[src/rtl/i2cm_pkg.sv]
// I2C master bit engine: shared types and constants.
// No dependencies; used by i2cm_step and i2c_master_bit_engine_core.
`default_nettype none

package i2cm_pkg;

  localparam int unsigned DELAY_TICKS_W     = 16;
  localparam logic [15:0] DELAY_TICKS_RESET = 16'd250;
  localparam int unsigned APB_ADDR_W        = 3;
  localparam int unsigned APB_DATA_W        = 32;
  localparam int unsigned MSB_BIT           = 7;

  // register index (paddr[2])
  localparam logic REG_DELAY_TICKS = 1'b0;

  typedef enum logic [2:0] {
    OP_START = 3'd0,
    OP_STOP  = 3'd1,
    OP_WRITE = 3'd2,
    OP_READ  = 3'd3,
    OP_ACK   = 3'd4
  } opcode_t;

  typedef enum logic [3:0] {
    PH_IDLE      = 4'd0,
    PH_START_CHK = 4'd1,
    PH_START_LOW = 4'd2,
    PH_STOP_WAIT = 4'd3,
    PH_STOP_END  = 4'd4,
    PH_WR_HIGH   = 4'd5,
    PH_WR_LOW    = 4'd6,
    PH_WA_HIGH   = 4'd7,
    PH_WA_SAMPLE = 4'd8,
    PH_WA_END    = 4'd9,
    PH_RD_HIGH   = 4'd10,
    PH_RD_SAMPLE = 4'd11,
    PH_AK_HIGH   = 4'd12,
    PH_AK_LOW    = 4'd13,
    PH_AK_END    = 4'd14
  } phase_t;

  typedef struct packed {
    logic       cmd_valid;
    logic [2:0] opcode;
    logic [7:0] wr_data;
    logic       ack_level;
    logic       sda_in;
    logic       scl_in;
  } item_t;

  typedef struct packed {
    logic       sda_drive;
    logic       scl_drive;
    logic       ready_res;
    logic       done_res;
    logic [7:0] rd_data;
    logic       nack;
    logic       start_error;
  } result_t;

endpackage

`default_nettype wire

[src/rtl/i2c_master_bit_engine_core.sv]
// I2C master bit engine top: request input register, step engine, result register, APB regs.
// Depends on i2cm_pkg and i2cm_step.
//
//  channel   handshake               payload
//  request   in_valid / in_ready     cmd_valid opcode wr_data ack_level sda_in scl_in
//  result    out_valid / out_ready   sda_drive scl_drive ready_res done_res rd_data nack start_error
//  config    APB psel/penable/pready paddr pwdata prdata (delay_ticks at 0x0)
//
// One request per cycle while results are taken; a request passes through the input register, then the result register.
// Each request is one bus tick: the step engine evaluates it from the input register
// into the result register. A stalled result holds the step; the input register still
// takes one more request. rst is synchronous and clears engine state, delay_ticks to 250.
`default_nettype none

module i2c_master_bit_engine_core #(
  parameter int unsigned DELAY_WIDTH = 16
) (
  input  wire                                  clk,
  input  wire                                  rst,
  input  wire                                  in_valid,
  output logic                                 in_ready,
  input  wire                                  cmd_valid,
  input  wire [2:0]                            opcode,
  input  wire [7:0]                            wr_data,
  input  wire                                  ack_level,
  input  wire                                  sda_in,
  input  wire                                  scl_in,
  output logic                                 out_valid,
  input  wire                                  out_ready,
  output logic                                 sda_drive,
  output logic                                 scl_drive,
  output logic                                 ready_res,
  output logic                                 done_res,
  output logic [7:0]                           rd_data,
  output logic                                 nack,
  output logic                                 start_error,
  input  wire                                  psel,
  input  wire                                  penable,
  input  wire                                  pwrite,
  input  wire [i2cm_pkg::APB_ADDR_W-1:0]       paddr,
  input  wire [i2cm_pkg::APB_DATA_W-1:0]       pwdata,
  output logic [i2cm_pkg::APB_DATA_W-1:0]      prdata,
  output logic                                 pready
);

  logic [i2cm_pkg::DELAY_TICKS_W-1:0] delay_ticks;
  i2cm_pkg::item_t   in_q;
  logic              in_q_valid;
  logic              advance;
  i2cm_pkg::result_t res;
  i2cm_pkg::result_t out_q;

  assign pready = 1'b1;

  always_ff @(posedge clk) begin
    if (rst) begin
      delay_ticks <= i2cm_pkg::DELAY_TICKS_RESET;
    end else if (psel && penable && pwrite && pready
                 && paddr[2] == i2cm_pkg::REG_DELAY_TICKS) begin
      delay_ticks <= pwdata[i2cm_pkg::DELAY_TICKS_W-1:0];
    end
  end

  always_comb begin
    prdata = '0;
    if (paddr[2] == i2cm_pkg::REG_DELAY_TICKS) begin
      prdata = i2cm_pkg::APB_DATA_W'(delay_ticks);
    end
  end

  assign advance  = in_q_valid && (!out_valid || out_ready);
  assign in_ready = !in_q_valid || advance;

  always_ff @(posedge clk) begin
    if (rst) begin
      in_q_valid <= 1'b0;
    end else if (in_valid && in_ready) begin
      in_q_valid <= 1'b1;
    end else if (advance) begin
      in_q_valid <= 1'b0;
    end
  end

  always_ff @(posedge clk) begin
    if (in_valid && in_ready) begin
      in_q <= '{cmd_valid: cmd_valid, opcode: opcode, wr_data: wr_data,
                ack_level: ack_level, sda_in: sda_in, scl_in: scl_in};
    end
  end

  i2cm_step #(
    .DELAY_WIDTH(DELAY_WIDTH)
  ) u_step (
    .clk         (clk),
    .rst         (rst),
    .delay_ticks (delay_ticks),
    .step_en     (advance),
    .item        (in_q),
    .res         (res)
  );

  always_ff @(posedge clk) begin
    if (rst) begin
      out_valid <= 1'b0;
    end else if (advance) begin
      out_valid <= 1'b1;
    end else if (out_ready) begin
      out_valid <= 1'b0;
    end
  end

  always_ff @(posedge clk) begin
    if (advance) begin
      out_q <= res;
    end
  end

  assign sda_drive   = out_q.sda_drive;
  assign scl_drive   = out_q.scl_drive;
  assign ready_res   = out_q.ready_res;
  assign done_res    = out_q.done_res;
  assign rd_data     = out_q.rd_data;
  assign nack        = out_q.nack;
  assign start_error = out_q.start_error;

  a_done_ready: assert property (@(posedge clk) disable iff (rst)
    out_valid && done_res |-> ready_res)
    else $error("done reported while busy");

  a_out_hold: assert property (@(posedge clk) disable iff (rst)
    out_valid && !out_ready |=> out_valid && $stable(out_q))
    else $error("stalled result lost or changed");

  a_in_q_hold: assert property (@(posedge clk) disable iff (rst)
    in_q_valid && !advance |=> in_q_valid && $stable(in_q))
    else $error("pending request dropped");

endmodule

`default_nettype wire

[src/rtl/i2cm_step.sv]
// I2C master bit engine: phase state machine, advanced by one step per accepted request.
// Depends on i2cm_pkg.
`default_nettype none

module i2cm_step #(
  parameter int unsigned DELAY_WIDTH = 16
) (
  input  wire                                   clk,
  input  wire                                   rst,
  input  wire logic [i2cm_pkg::DELAY_TICKS_W-1:0] delay_ticks,
  input  wire                                   step_en,
  input  wire i2cm_pkg::item_t                  item,
  output i2cm_pkg::result_t                     res
);

  i2cm_pkg::phase_t phase, phase_next;
  logic [2:0]             bit_count, bit_count_next;
  logic [7:0]             shift_reg, shift_reg_next;
  logic [DELAY_WIDTH-1:0] delay_count, delay_count_next;
  logic                   sda_level, sda_level_next;
  logic                   scl_level, scl_level_next;
  logic                   nack, nack_next;
  logic                   start_error, start_error_next;
  logic [7:0]             rd_hold, rd_hold_next;
  logic                   done;

  logic [i2cm_pkg::DELAY_TICKS_W-1:0] delay_m1;
  logic [DELAY_WIDTH-1:0]             delay_load;

  // zero acts as one
  assign delay_m1 = (delay_ticks == '0) ? '0 : delay_ticks - 1'b1;

  generate
    if (DELAY_WIDTH >= i2cm_pkg::DELAY_TICKS_W) begin : g_wide
      assign delay_load = DELAY_WIDTH'(delay_m1);
    end else begin : g_sat
      assign delay_load = ((delay_m1 >> DELAY_WIDTH) != '0) ? '1 : delay_m1[DELAY_WIDTH-1:0];
    end
  endgenerate

  always_ff @(posedge clk) begin
    if (rst) begin
      phase       <= i2cm_pkg::PH_IDLE;
      bit_count   <= '0;
      shift_reg   <= '0;
      delay_count <= '0;
      sda_level   <= 1'b1;
      scl_level   <= 1'b1;
      nack        <= 1'b0;
      start_error <= 1'b0;
      rd_hold     <= '0;
    end else if (step_en) begin
      phase       <= phase_next;
      bit_count   <= bit_count_next;
      shift_reg   <= shift_reg_next;
      delay_count <= delay_count_next;
      sda_level   <= sda_level_next;
      scl_level   <= scl_level_next;
      nack        <= nack_next;
      start_error <= start_error_next;
      rd_hold     <= rd_hold_next;
    end
  end

  always_comb begin
    phase_next       = phase;
    bit_count_next   = bit_count;
    shift_reg_next   = shift_reg;
    delay_count_next = delay_count;
    sda_level_next   = sda_level;
    scl_level_next   = scl_level;
    nack_next        = nack;
    start_error_next = start_error;
    rd_hold_next     = rd_hold;
    done             = 1'b0;

    if (phase == i2cm_pkg::PH_IDLE) begin
      if (item.cmd_valid) begin
        case (item.opcode)
          i2cm_pkg::OP_START: begin
            sda_level_next   = 1'b1;
            scl_level_next   = 1'b1;
            delay_count_next = delay_load;
            phase_next       = i2cm_pkg::PH_START_CHK;
          end
          i2cm_pkg::OP_STOP: begin
            sda_level_next   = 1'b0;
            scl_level_next   = 1'b1;
            delay_count_next = delay_load;
            phase_next       = i2cm_pkg::PH_STOP_WAIT;
          end
          i2cm_pkg::OP_WRITE: begin
            shift_reg_next   = item.wr_data;
            bit_count_next   = '0;
            sda_level_next   = item.wr_data[i2cm_pkg::MSB_BIT];
            delay_count_next = delay_load;
            phase_next       = i2cm_pkg::PH_WR_HIGH;
          end
          i2cm_pkg::OP_READ: begin
            shift_reg_next   = '0;
            bit_count_next   = '0;
            sda_level_next   = 1'b1;
            scl_level_next   = 1'b0;
            delay_count_next = delay_load;
            phase_next       = i2cm_pkg::PH_RD_HIGH;
          end
          i2cm_pkg::OP_ACK: begin
            scl_level_next   = 1'b0;
            sda_level_next   = item.ack_level;
            delay_count_next = delay_load;
            phase_next       = i2cm_pkg::PH_AK_HIGH;
          end
          default: begin
          end
        endcase
      end
    end else if (delay_count != '0) begin
      delay_count_next = delay_count - 1'b1;
    end else begin
      case (phase)
        i2cm_pkg::PH_START_CHK: begin
          if (!item.sda_in) begin
            start_error_next = 1'b1;
            done             = 1'b1;
            phase_next       = i2cm_pkg::PH_IDLE;
          end else begin
            start_error_next = 1'b0;
            sda_level_next   = 1'b0;
            delay_count_next = delay_load;
            phase_next       = i2cm_pkg::PH_START_LOW;
          end
        end
        i2cm_pkg::PH_START_LOW: begin
          scl_level_next = 1'b0;
          done           = 1'b1;
          phase_next     = i2cm_pkg::PH_IDLE;
        end
        i2cm_pkg::PH_STOP_WAIT: begin
          if (item.scl_in) begin
            sda_level_next   = 1'b1;
            delay_count_next = delay_load;
            phase_next       = i2cm_pkg::PH_STOP_END;
          end
        end
        i2cm_pkg::PH_STOP_END, i2cm_pkg::PH_WA_END: begin
          done       = 1'b1;
          phase_next = i2cm_pkg::PH_IDLE;
        end
        i2cm_pkg::PH_WR_HIGH: begin
          scl_level_next   = 1'b1;
          delay_count_next = delay_load;
          phase_next       = i2cm_pkg::PH_WR_LOW;
        end
        i2cm_pkg::PH_WR_LOW: begin
          shift_reg_next   = {shift_reg[6:0], 1'b0};
          scl_level_next   = 1'b0;
          delay_count_next = delay_load;
          if (bit_count == 3'd7) begin
            bit_count_next = '0;
            sda_level_next = 1'b1;
            phase_next     = i2cm_pkg::PH_WA_HIGH;
          end else begin
            bit_count_next = bit_count + 1'b1;
            sda_level_next = shift_reg[i2cm_pkg::MSB_BIT-1];
            phase_next     = i2cm_pkg::PH_WR_HIGH;
          end
        end
        i2cm_pkg::PH_WA_HIGH: begin
          scl_level_next   = 1'b1;
          delay_count_next = delay_load;
          phase_next       = i2cm_pkg::PH_WA_SAMPLE;
        end
        i2cm_pkg::PH_WA_SAMPLE: begin
          nack_next        = item.sda_in;
          scl_level_next   = 1'b0;
          delay_count_next = delay_load;
          phase_next       = i2cm_pkg::PH_WA_END;
        end
        i2cm_pkg::PH_RD_HIGH: begin
          scl_level_next   = 1'b1;
          delay_count_next = delay_load;
          phase_next       = i2cm_pkg::PH_RD_SAMPLE;
        end
        i2cm_pkg::PH_RD_SAMPLE: begin
          shift_reg_next = {shift_reg[6:0], item.sda_in};
          scl_level_next = 1'b0;
          if (bit_count == 3'd7) begin
            bit_count_next = '0;
            rd_hold_next   = {shift_reg[6:0], item.sda_in};
            done           = 1'b1;
            phase_next     = i2cm_pkg::PH_IDLE;
          end else begin
            bit_count_next   = bit_count + 1'b1;
            delay_count_next = delay_load;
            phase_next       = i2cm_pkg::PH_RD_HIGH;
          end
        end
        i2cm_pkg::PH_AK_HIGH: begin
          scl_level_next   = 1'b1;
          delay_count_next = delay_load;
          phase_next       = i2cm_pkg::PH_AK_LOW;
        end
        i2cm_pkg::PH_AK_LOW: begin
          scl_level_next   = 1'b0;
          delay_count_next = delay_load;
          phase_next       = i2cm_pkg::PH_AK_END;
        end
        i2cm_pkg::PH_AK_END: begin
          sda_level_next = 1'b1;
          done           = 1'b1;
          phase_next     = i2cm_pkg::PH_IDLE;
        end
        default: begin
          phase_next = i2cm_pkg::PH_IDLE;
        end
      endcase
    end
  end

  always_comb begin
    res.sda_drive   = sda_level_next;
    res.scl_drive   = scl_level_next;
    res.ready_res   = (phase_next == i2cm_pkg::PH_IDLE);
    res.done_res    = done;
    res.rd_data     = rd_hold_next;
    res.nack        = nack_next;
    res.start_error = start_error_next;
  end

  a_done_idle: assert property (@(posedge clk) disable iff (rst)
    step_en && done |=> phase == i2cm_pkg::PH_IDLE)
    else $error("done without return to idle");

  a_delay_hold: assert property (@(posedge clk) disable iff (rst)
    step_en && phase != i2cm_pkg::PH_IDLE && delay_count != '0
    |=> phase == $past(phase) && delay_count == $past(delay_count) - 1'b1)
    else $error("phase moved during delay");

  a_idle_no_cmd: assert property (@(posedge clk) disable iff (rst)
    step_en && phase == i2cm_pkg::PH_IDLE && !item.cmd_valid
    |=> phase == i2cm_pkg::PH_IDLE && $stable(scl_level) && $stable(sda_level))
    else $error("idle engine moved without a command");

  a_bitcnt_phase: assert property (@(posedge clk) disable iff (rst)
    bit_count != '0 |-> phase == i2cm_pkg::PH_WR_HIGH || phase == i2cm_pkg::PH_WR_LOW
      || phase == i2cm_pkg::PH_RD_HIGH || phase == i2cm_pkg::PH_RD_SAMPLE)
    else $error("bit count live outside a byte transfer");

endmodule

`default_nettype wire

[config.mk]
export PLATFORM = sky130hd
export DESIGN_NAME = i2c_master_bit_engine_core
export DESIGN_NICKNAME = d
export VERILOG_FILES = /design/src/rtl/i2cm_pkg.sv /design/src/rtl/i2c_master_bit_engine_core.sv /design/src/rtl/i2cm_step.sv
export SDC_FILE = /design/constraint.sdc
export NUM_CORES = 1
export LEC_CHECK = 0
export ABC_CLOCK_PERIOD_IN_PS = 3100
export BUFFER_PORTS_ARGS = -buffer_cell sky130_fd_sc_hd__buf_2
export CAP_MARGIN = 5
export CORE_ASPECT_RATIO = 1.75
export CORE_MARGIN = 2
export CORE_UTILIZATION = 55
export DETAILED_ROUTE_END_ITERATION = 10
export PLACE_DENSITY = 0.79
export SLEW_MARGIN = 15
export SYNTH_ARGS = -nofsm -noshare
export SYNTH_HDL_FRONTEND = slang
export SYNTH_HIERARCHICAL = 1
export SYNTH_SLANG_ARGS = --single-unit
[constraint.sdc]
create_clock -name clk -period 3.1 [get_ports clk]
set_input_delay 0.62 -clock clk [delete_from_list [all_inputs] [get_ports clk]]
set_output_delay 0.62 -clock clk [all_outputs]
set_load 0.05 [all_outputs]
==> After elaboration in Yosys (flattened, before gate mapping) <==
Index checks and enable logic that the tools add are counted.
{ "classes": {"n_reduce_logical": 33, "n_mux": 60, "n_bitwise": 1, "add_sub_neg": 3, "n_eq_ne": 27} }
{ "op_table": {"columns": ["op", "count"], "rows": [
  ["16-bit 2-to-1 mux", 9],
  ["16-bit case mux with 4 select lines", 1],
  ["4-bit case mux with 10 select lines", 1],
  ["8-bit 2-to-1 mux", 4],
  ["16-bit by 1-bit subtractor with 16-bit output (second input constant)", 2],
  ["4-bit equality test (second input constant)", 7],
  ["7-bit case mux with 2 select lines", 2],
  ["1-bit 2-to-1 mux", 21],
  ["7-bit 2-to-1 mux", 3],
  ["4-bit 2-to-1 mux", 5],
  ["4-bit case mux with 5 select lines", 1],
  ["3-bit 2-to-1 mux", 6],
  ["4-bit by 3-bit equality test with 1-bit output (second input constant)", 4],
  ["16-bit zero test", 1],
  ["16-bit nonzero test", 1],
  ["4-bit by 2-bit != test with 1-bit output (second input constant)", 3],
  ["2-bit OR reduction", 6],
  ["5-bit AND reduction", 2],
  ["5-bit OR reduction", 2],
  ["4-bit by 2-bit equality test with 1-bit output (second input constant)", 2],
  ["4-bit zero test", 2],
  ["1-bit case mux with 4 select lines", 2],
  ["4-bit OR reduction", 2],
  ["7-bit AND reduction", 1],
  ["20 further kinds", 34]
]} }
{ "totals": {"elab_cells": 149, "register_bits": 89, "output_inout_bits": 49, "in_bits": 57} }

==> Longest topological paths before layout <==
{ "logic_depth": {"depth_word": 6, "mapped_depth": 10, "depth_no_buf": 8} }

==> Modules after synthesis <==
Netlist, hierarchy kept.
{ "by_module_without_submodules": {"columns": ["mod", "n_inst", "cells_each", "area_per_inst_um2", "seq_area_each_um2"], "rows": [
  ["i2cm_step", 1, 428, 3316.9, 840.8],
  ["i2c_master_bit_engine_core", 1, 145, 1911.8, 1231.2]
]} }

==> Worst setup path after synthesis <==
No wires, ideal clock.
{ "synth_path": {"path_type": "input port to flip-flop", "startpoint": "input out_ready", "endpoint": "register u_step.delay_count[11]", "setup_slack_ns": 0.711, "required_time_ns": 3.029, "n_path_buf": 1, "stages": 7, "setup_ns": 0.071, "t_arrival_ns": 2.318, "path_cell_list": "nand2b_1 -> and2_1 -> inv_1 -> a221o_2 -> buf_6 -> a221o_1 -> a21oi_1"} }
{ "synth_via": {"elab_chain_len": 3} }
{ "synth_lines": {"columns": ["item", "line_no", "rtl"], "rows": [
  ["start, declared", "i2c_master_bit_engine_core.sv:29", "input wire out_ready,"],
  ["1-bit logical OR", "i2c_master_bit_engine_core.sv:71", "assign advance = in_q_valid && (!out_valid || out_ready);"],
  ["1-bit logical AND", "i2c_master_bit_engine_core.sv:71", null],
  ["named net advance", "i2c_master_bit_engine_core.sv:49", "logic advance;"],
  ["7-bit AND reduction (no source line)", null, null],
  ["end signal, assigned", "i2cm_step.sv:56", "delay_count <= delay_count_next;"],
  ["end, declared", "i2cm_step.sv:19", "logic [DELAY_WIDTH-1:0] delay_count, delay_count_next;"]
]} }
The timed path passes the listed nets, and every way through them passes these cells.
A chain may end at the register's enable or synchronous reset.

==> Worst setup path in the final report <==
{ "layout_path": {"startpoint": "register u_step.delay_count[6]", "endpoint": "register u_step.shift_reg[6]"} }
{ "layout_via": {"elab_chain_len": 3} }
{ "layout_lines": {"columns": ["item", "line_no", "rtl"], "rows": [
  ["16-bit nonzero test", "i2cm_step.sv:117", "end else if (delay_count != '0) begin"],
  ["2-bit by 1-bit != test with 1-bit output (no source line)", null, null],
  ["5-bit AND reduction (no source line)", null, null],
  ["end signal, assigned", "i2cm_step.sv:55", "shift_reg <= shift_reg_next;"],
  ["end, declared", "i2cm_step.sv:18", "logic [7:0] shift_reg, shift_reg_next;"]
]} }
No other way between the ends.

==> metrics.txt <==
vias in the first global route=4244; global-route wire length before repair=19.7 mm; Clock transition at path regs=0.07 ns; core box area=9350 µm²; final setup vio count=0; Distinct cells, synth=77; DP HPWL=8.78 mm; Final #Nets=684; Least-Margin Pin Slew=0.841 ns; share of layout cells above drive strength 1=0.208; Worst setup EP type=flip-flop; Slew HR=0.435; Slew Viols, Final=0; Routed WL=12.1 mm; Seq/Total Area, Yosys=0.396; Worst R2R End=u_step/shift_reg[6]; # clock sinks=89; DRC=0; register share of total power=0.398; Initial DRC Count=448; Final Critical Period=2.83 ns; FF-to-FF path depth=6; number of synthesized flops with an enable pin=29; io pins=106; Clk pwr share=0.341; Setup Skew=0.0105 ns; area leader, netlist=dfxtp_1; post-synthesis cell count=573; Post-DRT Antenna Nets=0; ANT cells=0; hold_buf cts=0; placed insts=731; max_cap viols=0; RSZ-0062 raised after global routing=no; Worst Hold Class=input port to flip-flop; status=completed; CTS root buf=clkbuf_16; Via density=5.85; CTS Buf Count=9; most common cell in the netlist=nor2_1; top post-synthesis cells by count=nor2_1 (61), dfxtp_1 (60), a21oi_1 (37); Area contributors post-synth=dfxtp_1 (23%), edfxtp_1 (17%), mux2i_1 (5.2%); Main synth FF type=dfxtp_1; PortBufs=70; Die Ht=133 µm; cell-internal power=2.20 mW; combinational share of power=0.261; FF-to-FF setup slack=0.27 ns; Layout Cells excl Fill=747; largest net degree at the start of global routing=43; gr ovfl total=0; Async S/R FF share, synth=0; Setup Total Neg Slack=0 ns; kind of start point of the critical path=flip-flop; Post-CTS Resized=0; Overall Power=3.36 mW; postcts setup bufs=0; die area=10300 µm²; chip width=77.7 µm; Avg Cell Area, Syn=9.13 µm²; Final Hold Vio Count=0; Max Freq=0.354 GHz; TritonCTS clock tree=yes; Leakage=2.30 nW; CP Class=flip-flop to flip-flop; Worst Path Required=3.36 ns; peak supply drop=0.345 mV; GRT Overall Usage=0.239; worst setup path endpoint=u_step/shift_reg[6]; row count=47; share of the synthesized area in the top cell type=0.230; Crit Path Max Fanout=18; design area=5800 µm²; DR vias=4372; initial antenna violation count=0; Sw Ratio=0.345; crit path launch=u_step/delay_count[6]; final period utilization=0.912; FF-to-FF Start=u_step/delay_count[6]; switching pwr=1.16 mW; Clock Tree Buf Depth=2; RePlAce Congestion=0.985; pwr/cell area=580 nW/µm²; Top Registers=delay_ticks: 16 flops, u_step/delay_count: 16 flops, in_q: 15 flops; DR pass1 iterations=5; Area Growth Syn to Fin=10.9%; initial core utilization=0.559; Warnings, synthesis=6; WL/cell=16.2 µm; #FFs+latches synth=89; Clk Latency, worst-skew pair=0.35 ns; Post-Syn Area=5230 µm²; placed cell area=5480 µm²; H-tree Lvls=3; WP data arrival=3.09 ns
[kinds of logic (layout without fill, tap and decap cells)]
kind of cell | count (synthesis) | count (layout) | share of synthesized area
AND/OR/NAND/NOR | 219 | 219 | 0.236
AO/OA/AOI/OAI | 127 | 127 | 0.169
multiplexers | 37 | 37 | 0.0732
XOR/XNOR | 11 | 11 | 0.0184
flip-flops | 89 | 89 | 0.396
adder cells (fa/ha/maj) | 7 | 7 | 0.0167
other | 2 | 17 | 0.00144
buffers and inverters | 81 | 118 | 0.0883
[worst min path at each step]
| stage | from | end | slack (ns) | cells after the start |
|---|---|---|---|---|
| floorplan | u_step/nack | u_step/nack | 0.43 | 2 |
| global placement | u_step/nack | u_step/nack | 0.44 | 2 |
| detailed placement | u_step/nack | u_step/nack | 0.45 | 2 |
| CTS | wr_data[6] | in_q[9] | 0.43 | 1 |
| global route | sda_in | in_q[1] | 0.42 | 1 |
| finish | wr_data[6] | in_q[9] | 0.44 | 1 |
[cell type report]
type,count,area (µm²)
clock buffers,9,225
clock inverters,7,91.3
fillers,777,3550
inverters,23,86.3
multi-input cells,418,2750
flip-flops and latches,89,2070
well taps,122,153
repair buffers,79,418
[through the flow]
step | hold WS (ns) | setup slack, ns | util
floorplan | 0.429 | 0.711 | -
global placement | 0.436 | 0.393 | 0.586
detailed placement | 0.446 | 0.309 | 0.586
CTS | 0.431 | 0.298 | 0.620
global route | 0.423 | 0.0392 | 0.620
finish | 0.441 | 0.273 | 0.620
[critical path: stages (launching register included)]
cell and delay [ns]:
dfxtp_1 0.33, nor4_2 0.57, nand4_1 0.49, nand2_2 0.41
and2_1 0.60, nor2_1 0.10, a211oi_1 0.24
[power by group through the flow]
stage	registers [mW]	logic, mW	clock network (mW)
2_1_floorplan	1.38	0.683	0
3_3_place_gp	1.36	0.838	0
3_5_place_dp	1.36	0.855	0
4_1_cts	1.34	0.860	1.17
5_1_grt	1.35	0.946	1.21
6_report	1.34	0.877	1.15
[layer usage]
layer  track usage  share of wire  vias to the layer above
met3        0.0402          0.046                       40
met4         0.129          0.038                        0
li1              -              -                     2137
met1         0.235           0.36                     2033
met2         0.457           0.56                      162
met5             0              0                        -
[cells in the final DEF (no fill, tap or decap), types with 17 or more instances in the layout]
cell       n
buf_2     70
nor2_1    61
dfxtp_1   60
a21oi_1   37
edfxtp_1  29
nand2b_1  27
mux2i_1   27
nand2_1   25
inv_1     23
conb_1    17
Note: power is estimated with default switching activity, not from simulation.
